--- src/rtl/fbdo_pkg.sv ---
// fbdo_pkg: shared types and constants for the four button debouncer with oneshot
// no dependencies
`default_nettype none

package fbdo_pkg;

    localparam int DELAY_W = 32;
    localparam logic [DELAY_W-1:0] DELAY_RESET = 32'd20;

    typedef enum logic {
        CMD_TICK  = 1'b0,
        CMD_CLEAR = 1'b1
    } t_cmd;

    typedef enum logic [1:0] {
        PH_UP      = 2'd0,
        PH_BOUNCE  = 2'd1,
        PH_ONESHOT = 2'd2,
        PH_DOWN    = 2'd3
    } t_phase;

    typedef struct packed {
        logic tick;
        logic clear;
    } t_btn_ctl;

endpackage

`default_nettype wire

--- src/rtl/fbdo_btn.sv ---
// fbdo_btn: one debouncer cell, phase machine plus held and oneshot flags
// depends on fbdo_pkg
`default_nettype none

module fbdo_btn #(
    parameter int TIME_WIDTH = 32
) (
    input  wire logic                          i_clk,
    input  wire logic                          i_rst_n,
    input  wire fbdo_pkg::t_btn_ctl            i_ctl,
    input  wire logic                          i_level,
    input  wire logic [TIME_WIDTH-1:0]         i_now,
    input  wire logic [fbdo_pkg::DELAY_W-1:0]  i_delay,
    output logic                               o_held,
    output logic                               o_pulse
);
    import fbdo_pkg::*;

    localparam int CMP_W = (TIME_WIDTH > DELAY_W) ? TIME_WIDTH : DELAY_W;

    t_phase                r_phase, n_phase;
    logic [TIME_WIDTH-1:0] r_start, n_start;
    logic                  r_held, n_held;
    logic                  r_pulse, n_pulse;
    logic [TIME_WIDTH-1:0] elapsed;
    logic                  expired;

    assign elapsed = i_now - r_start;
    assign expired = CMP_W'(elapsed) > CMP_W'(i_delay);

    always_ff @(posedge i_clk) begin
        if (!i_rst_n) begin
            r_phase <= PH_UP;
            r_held  <= 1'b0;
            r_pulse <= 1'b0;
        end else begin
            r_phase <= n_phase;
            r_held  <= n_held;
            r_pulse <= n_pulse;
        end
    end

    always_ff @(posedge i_clk) begin
        r_start <= n_start;
    end

    always_comb begin
        n_phase = r_phase;
        n_start = r_start;
        n_held  = r_held;
        n_pulse = r_pulse;
        if (i_ctl.tick) begin
            unique case (r_phase)
                PH_UP: begin
                    if (!i_level) begin
                        n_phase = PH_BOUNCE;
                    end
                    n_start = i_now;
                    n_held  = 1'b0;
                    n_pulse = 1'b0;
                end
                PH_BOUNCE: begin
                    if (i_level) begin
                        n_phase = PH_UP;
                    end else if (expired) begin
                        n_phase = PH_ONESHOT;
                    end
                end
                PH_ONESHOT: begin
                    n_phase = PH_DOWN;
                    n_pulse = 1'b1;
                end
                PH_DOWN: begin
                    if (i_level) begin
                        n_phase = PH_UP;
                    end else begin
                        n_held = 1'b1;
                    end
                end
                default: begin
                    n_phase = PH_UP;
                end
            endcase
        end else if (i_ctl.clear) begin
            n_pulse = 1'b0;
        end
    end

    assign o_held  = r_held;
    assign o_pulse = r_pulse;

endmodule

`default_nettype wire

--- src/rtl/four_button_debounce_oneshot_top.sv ---
// four_button_debounce_oneshot_top: debouncer array with input register and flag outputs
// depends on fbdo_pkg and fbdo_btn
`default_nettype none

// Debounces NUM_BUTTONS active-low buttons against a free-running time count
// carried in each tick word; a clear word drops selected oneshot flags. One
// word is accepted per cycle while o_ready is high. An accepted word is held in
// the input register, then updates all button cells in parallel; the flag
// registers of the cells are the result and are shown with o_valid. A stalled
// result holds the input register, and the input side keeps taking words until
// that register is full. The user must write debounce_delay through i_cfg_we
// and i_cfg_wdata only while no word is in flight; the block does not enforce it.
module four_button_debounce_oneshot_top #(
    parameter int NUM_BUTTONS = 4,
    parameter int TIME_WIDTH  = 32
) (
    input  wire logic                          i_clk,
    input  wire logic                          i_rst_n,
    input  wire logic                          i_valid,
    output logic                               o_ready,
    input  wire fbdo_pkg::t_cmd                i_cmd,
    input  wire logic [NUM_BUTTONS-1:0]        i_button_levels,
    input  wire logic [TIME_WIDTH-1:0]         i_time_now,
    input  wire logic [NUM_BUTTONS-1:0]        i_clear_mask,
    output logic                               o_valid,
    input  wire logic                          i_ready,
    output logic [NUM_BUTTONS-1:0]             o_down_flags,
    output logic [NUM_BUTTONS-1:0]             o_oneshot_flags,
    input  wire logic                          i_cfg_we,
    input  wire logic [fbdo_pkg::DELAY_W-1:0]  i_cfg_wdata
);
    import fbdo_pkg::*;

    logic                   r_in_valid;
    t_cmd                   r_cmd;
    logic [NUM_BUTTONS-1:0] r_levels;
    logic [TIME_WIDTH-1:0]  r_time;
    logic [NUM_BUTTONS-1:0] r_mask;
    logic                   r_out_valid;
    logic [DELAY_W-1:0]     r_delay;
    logic                   advance;
    logic                   take;

    assign advance = r_in_valid && (!r_out_valid || i_ready);
    assign o_ready = !r_in_valid || advance;
    assign take    = i_valid && o_ready;

    always_ff @(posedge i_clk) begin
        if (!i_rst_n) begin
            r_in_valid  <= 1'b0;
            r_out_valid <= 1'b0;
            r_delay     <= DELAY_RESET;
        end else begin
            if (take) begin
                r_in_valid <= 1'b1;
            end else if (advance) begin
                r_in_valid <= 1'b0;
            end
            if (advance) begin
                r_out_valid <= 1'b1;
            end else if (i_ready) begin
                r_out_valid <= 1'b0;
            end
            if (i_cfg_we) begin
                r_delay <= i_cfg_wdata;
            end
        end
    end

    // input word register
    always_ff @(posedge i_clk) begin
        if (take) begin
            r_cmd    <= i_cmd;
            r_levels <= i_button_levels;
            r_time   <= i_time_now;
            r_mask   <= i_clear_mask;
        end
    end

    for (genvar g = 0; g < NUM_BUTTONS; g++) begin : g_btn
        t_btn_ctl ctl;

        assign ctl.tick  = advance && (r_cmd == CMD_TICK);
        assign ctl.clear = advance && (r_cmd == CMD_CLEAR) && r_mask[g];

        fbdo_btn #(
            .TIME_WIDTH(TIME_WIDTH)
        ) u_btn (
            .i_clk   (i_clk),
            .i_rst_n (i_rst_n),
            .i_ctl   (ctl),
            .i_level (r_levels[g]),
            .i_now   (r_time),
            .i_delay (r_delay),
            .o_held  (o_down_flags[g]),
            .o_pulse (o_oneshot_flags[g])
        );
    end

    assign o_valid = r_out_valid;

endmodule

`default_nettype wire

--- config.mk ---
export PLATFORM = sky130hd
export DESIGN_NAME = four_button_debounce_oneshot_top
export DESIGN_NICKNAME = d
export VERILOG_FILES = /design/src/rtl/fbdo_pkg.sv /design/src/rtl/fbdo_btn.sv /design/src/rtl/four_button_debounce_oneshot_top.sv
export SDC_FILE = /design/constraint.sdc
export NUM_CORES = 1
export LEC_CHECK = 0
export BUFFER_PORTS_ARGS = -buffer_cell sky130_fd_sc_hd__buf_4
export CORE_MARGIN = 2
export CORE_UTILIZATION = 50
export CTS_BUF_LIST = sky130_fd_sc_hd__clkbuf_16
export DETAILED_ROUTE_END_ITERATION = 8
export PLACE_DENSITY_LB_ADDON = 0.25
export SYNTH_ARGS = -nofsm -noshare
export SYNTH_HDL_FRONTEND = slang
export SYNTH_SLANG_ARGS = --single-unit
--- constraint.sdc ---
create_clock -name i_clk -period 4.3 [get_ports i_clk]
set_clock_uncertainty 0.2 [all_clocks]
set_input_delay 0.43 -clock i_clk [delete_from_list [all_inputs] [get_ports i_clk]]
set_output_delay 0.43 -clock i_clk [all_outputs]
set_load 0.005 [all_outputs]
==> results.sh <==
export IMPL_status="complete, but fails checks"
export IMPL_violations="setup timing"
export IMPL_core_um2=32300
export IMPL_power_density_nw_per_um2=311
export IMPL_antenna_left=0
export IMPL_portBuffers=87
export IMPL_fin_crit_sh_pct=115
export IMPL_p_sw_share_pct=30.1
export IMPL_ir_drop_uv=351
export IMPL_grt_pass1_wl_um=73900
export IMPL_grt_max_degree=51
export IMPL_p_leak_nw=10.2
export IMPL_clock_path_buffers=3
export IMPL_syn_nets=1988
export IMPL_drtIter0Drc=828
export IMPL_fin_nets=2451
export IMPL_place_inst=2422
export IMPL_critical_path_peak_fanout=3
export IMPL_p_comb_share_pct=31.1
export IMPL_seq_power_share_pct=35.4
export IMPL_post_synth_cell_area_avg_um2=9.86
export IMPL_path_class="flip-flop to flip-flop"
export IMPL_finalWorstSetupSlack_ps=-648
export IMPL_cpPeakStageDelay_ps=460
export IMPL_synth_edf_count=169
export IMPL_p_int_mw=4.79
export IMPL_grt_antenna_before_repair=1
export IMPL_post_place_ws_ps=-1030
export IMPL_setup_viol=8
export IMPL_die_area_um2=34100
export IMPL_synth_distinct_cells=70
export IMPL_overflow=0
export IMPL_die_y_um=185
export IMPL_hold_class="primary input to flip-flop"
export IMPL_worst_pin_slew_ps=777
export IMPL_layout_min_cycle_time_ps=4950
export IMPL_drc=0
export IMPL_place_area_um2=19500
export IMPL_cts_tree="yes"
export IMPL_r2r_cells=24
export IMPL_row_count=66
export IMPL_place_gp_congestion=0.917
export IMPL_path_common_cell="buf_4"
export IMPL_clock_latency_ps=540
export IMPL_seq_area_frac_synth_pct=37.3
export IMPL_fin_area_um2=22000
export IMPL_io_pins=88
export IMPL_track_usage_pct=27.8
export IMPL_final_hold_violation_count=0
export IMPL_finalNonFillerCells=2580
export IMPL_h_tree_depth=1
export IMPL_critPathCaptureType="flip-flop"
export IMPL_synthCells=1654
export IMPL_rsz0062_at_grt="yes"
export IMPL_ys_flop_type="edfxtp_1"
export IMPL_start_kind="flip-flop"
export IMPL_wl_per_cell_um=18.4
export IMPL_yosys_warnings=0
export IMPL_avgViaCountPerCell=5.49
export IMPL_cts_buffers_inserted=27
export IMPL_route_vias_total=14200
export IMPL_syn_area_um2=16300
export IMPL_synth_seq_cells=219
export IMPL_worstPathRequired_ps=4590
export IMPL_syn_to_final_growth_pct=35.2
export IMPL_cts_root_buf="clkbuf_16"
export IMPL_dr_pass1_iters=5
export IMPL_drt_total_wl_um=47400
export IMPL_grt_pass1_vias=14000
export IMPL_timing_slew_headroom_pct=48.0
export IMPL_whs_ps=47.9
export IMPL_clkTransAtPathRegs_ps=60
export IMPL_crit_arrival_ps=5230
export IMPL_initial_core_util_pct=50.5
export IMPL_layout_drive_gt1_share_pct=25.9
export IMPL_setup_tns_final_ps=-4020
export IMPL_fp_dieW_um=185
export IMPL_cp_slowest_cell="nor4_4"
export IMPL_path_cells="inv_2 > buf_6 > ha_4 > inv_2 > fa_2 > a211o_1 > o211ai_1 > buf_4 > a211oi_4 > o211a_4 > o31ai_4 > a21oi_2 > buf_4 > a21o_1 > a41oi_2 > xnor2_1 > ha_1 > nand4_1 > nor4_4 > buf_4 > buf_4 > a211oi_2 > o211ai_1 > o211a_1"
export IMPL_fmax_mhz=202
export IMPL_async_reset_ff_share_pct=0
export IMPL_power_switching_mw=2.06
export IMPL_maxSlewViolCount=0
export IMPL_hold_path_depth=3
export IMPL_power_clock_fraction_pct=33.5
export IMPL_dpl_hpwl_um=35100
export IMPL_clock_sinks=219
export IMPL_cap_violations=0
final timing paths:
check	startpoint	to	slack (ps)
setup / recovery	r_time[0]	g_btn[1].u_btn.r_phase[0]	-650
hold reg to reg	g_btn[0].u_btn.o_pulse	g_btn[0].u_btn.o_pulse	310
hold / removal	i_ready	o_valid	50
setup reg to reg	r_time[0]	g_btn[1].u_btn.r_phase[0]	-650
cells by family after synthesis:
| family | share of synthesized area [%] |
|---|---|
| adder cells (fa/ha/maj) | 19.8 |
| buffers and inverters | 5.29 |
| XOR/XNOR | 5.86 |
| flip-flops | 37.3 |
| multiplexers | 1.90 |
| AND/OR/NAND/NOR | 11.2 |
| AO/OA/AOI/OAI | 18.7 |
cells in the mapped netlist (all sizes together), types with 4 or more instances:
cell     instances  share of area (%)
o21bai           9               0.41
xnor2           75                4.0
nand4           47                1.8
edfxtp         169                 31
nor3            25               0.77
o21ai           87                2.7
a21boi          11               0.51
a31o             4               0.21
and2             4               0.15
clkbuf          20               0.46
dfxtp           50                6.1
o2111ai          4               0.29
a221oi           8               0.51
nor2b           51                2.0
buf             11               0.45
o211ai           8               0.37
o21a            19               0.88
nand3           27               0.83
ha             252                 19
o31ai            5               0.29
nand2b          18               0.69
a211oi          13               0.60
mux2i           31                1.9
a31oi           10               0.38
or2             10               0.38
nor4             6               0.23
nand2           66                1.5
or3              7               0.27
inv            190                4.4
a21o           113                5.2
nor2            75                1.7
xor2            34                1.8
a21oi          141                4.4
and3            12               0.46
fa               4               0.49
through the flow:
| stage | power, mW | util (%) |
|---|---|---|
| global placement | 4.32 | 60.2 |
| CTS | 6.80 | 67.1 |
| finish | 6.85 | 68.2 |
| floorplan | 3.65 | - |
| global route | 7.20 | 68.2 |
| detailed placement | 4.36 | 60.2 |
power groups by stage:
stage	clock network (mW)	registers (mW)	logic [mW]
floorplan	0	2.47	1.18
global placement	0	2.47	1.85
finish	2.29	2.43	2.13
CTS	2.33	2.43	2.04
global route	2.41	2.44	2.35
detailed placement	0	2.47	1.89
sequential cells by signal, summed over array words and instances, names as in the netlist, named ones only:
signal,cells
r_delay,32
r_cmd,1
g_btn.u_btn.r_phase,4
r_levels,4
g_btn.u_btn.r_start,128
r_in_valid,1
g_btn.u_btn.o_pulse,4
r_mask,4
o_valid,1
r_time,32
g_btn.u_btn.o_held,4
layer usage:
layer  vias to the layer above  GRT usage, %  routed length, um
met4                         0          7.46               1150
met2                       372          45.4              21800
met5                         -             0                  0
li1                       6967             -                  -
met1                      6771          38.6              21800
met3                        65          3.89               2700
timing repair:
action / CTS / global route
gates resized for setup: 84 / 50
endpoints found under the hold margin: 74 / 0
buffers inserted: 19 / 17
hold buffers: 74 / 0
pin swaps: 73 / 78
setup endpoints to repair: 8 / 8
placed cells by master (no fill, tap or decap), drive strengths merged, types with 25 or more instances in the layout:
master         n
ha           252
nor2b         51
xor2          34
nand4         47
inv          197
dlygate4sd3   74
buf          391
dfxtp         50
edfxtp       169
clkbuf        32
nor2          75
mux2i         31
a21oi        141
xnor2         75
a21o         113
o21ai         87
nand3         27
nor3          25
nand2         66
area by class of cell:
type / instances / area, um^2
antenna: 1 / 2.50
timing repair buffer: 465 / 3700
fill: 2517 / 10300
clock inverter: 17 / 100
tap: 442 / 553
multi-input combinational: 1214 / 10100
clock buffer: 32 / 801
sequential: 219 / 6080
inverter: 190 / 713
critical path: cells and delay by family, from the launching register on:
kind / cells / cell delay [ps]
AOI/OAI and AO/OA: 11 / 1870
buffers and inverters: 7 / 840
adders and majority gates: 3 / 760
and+or+nand+nor: 2 / 720
DFF: 1 / 410
xor gates and xnor gates: 1 / 100
(Power assumes the default switching activity.)
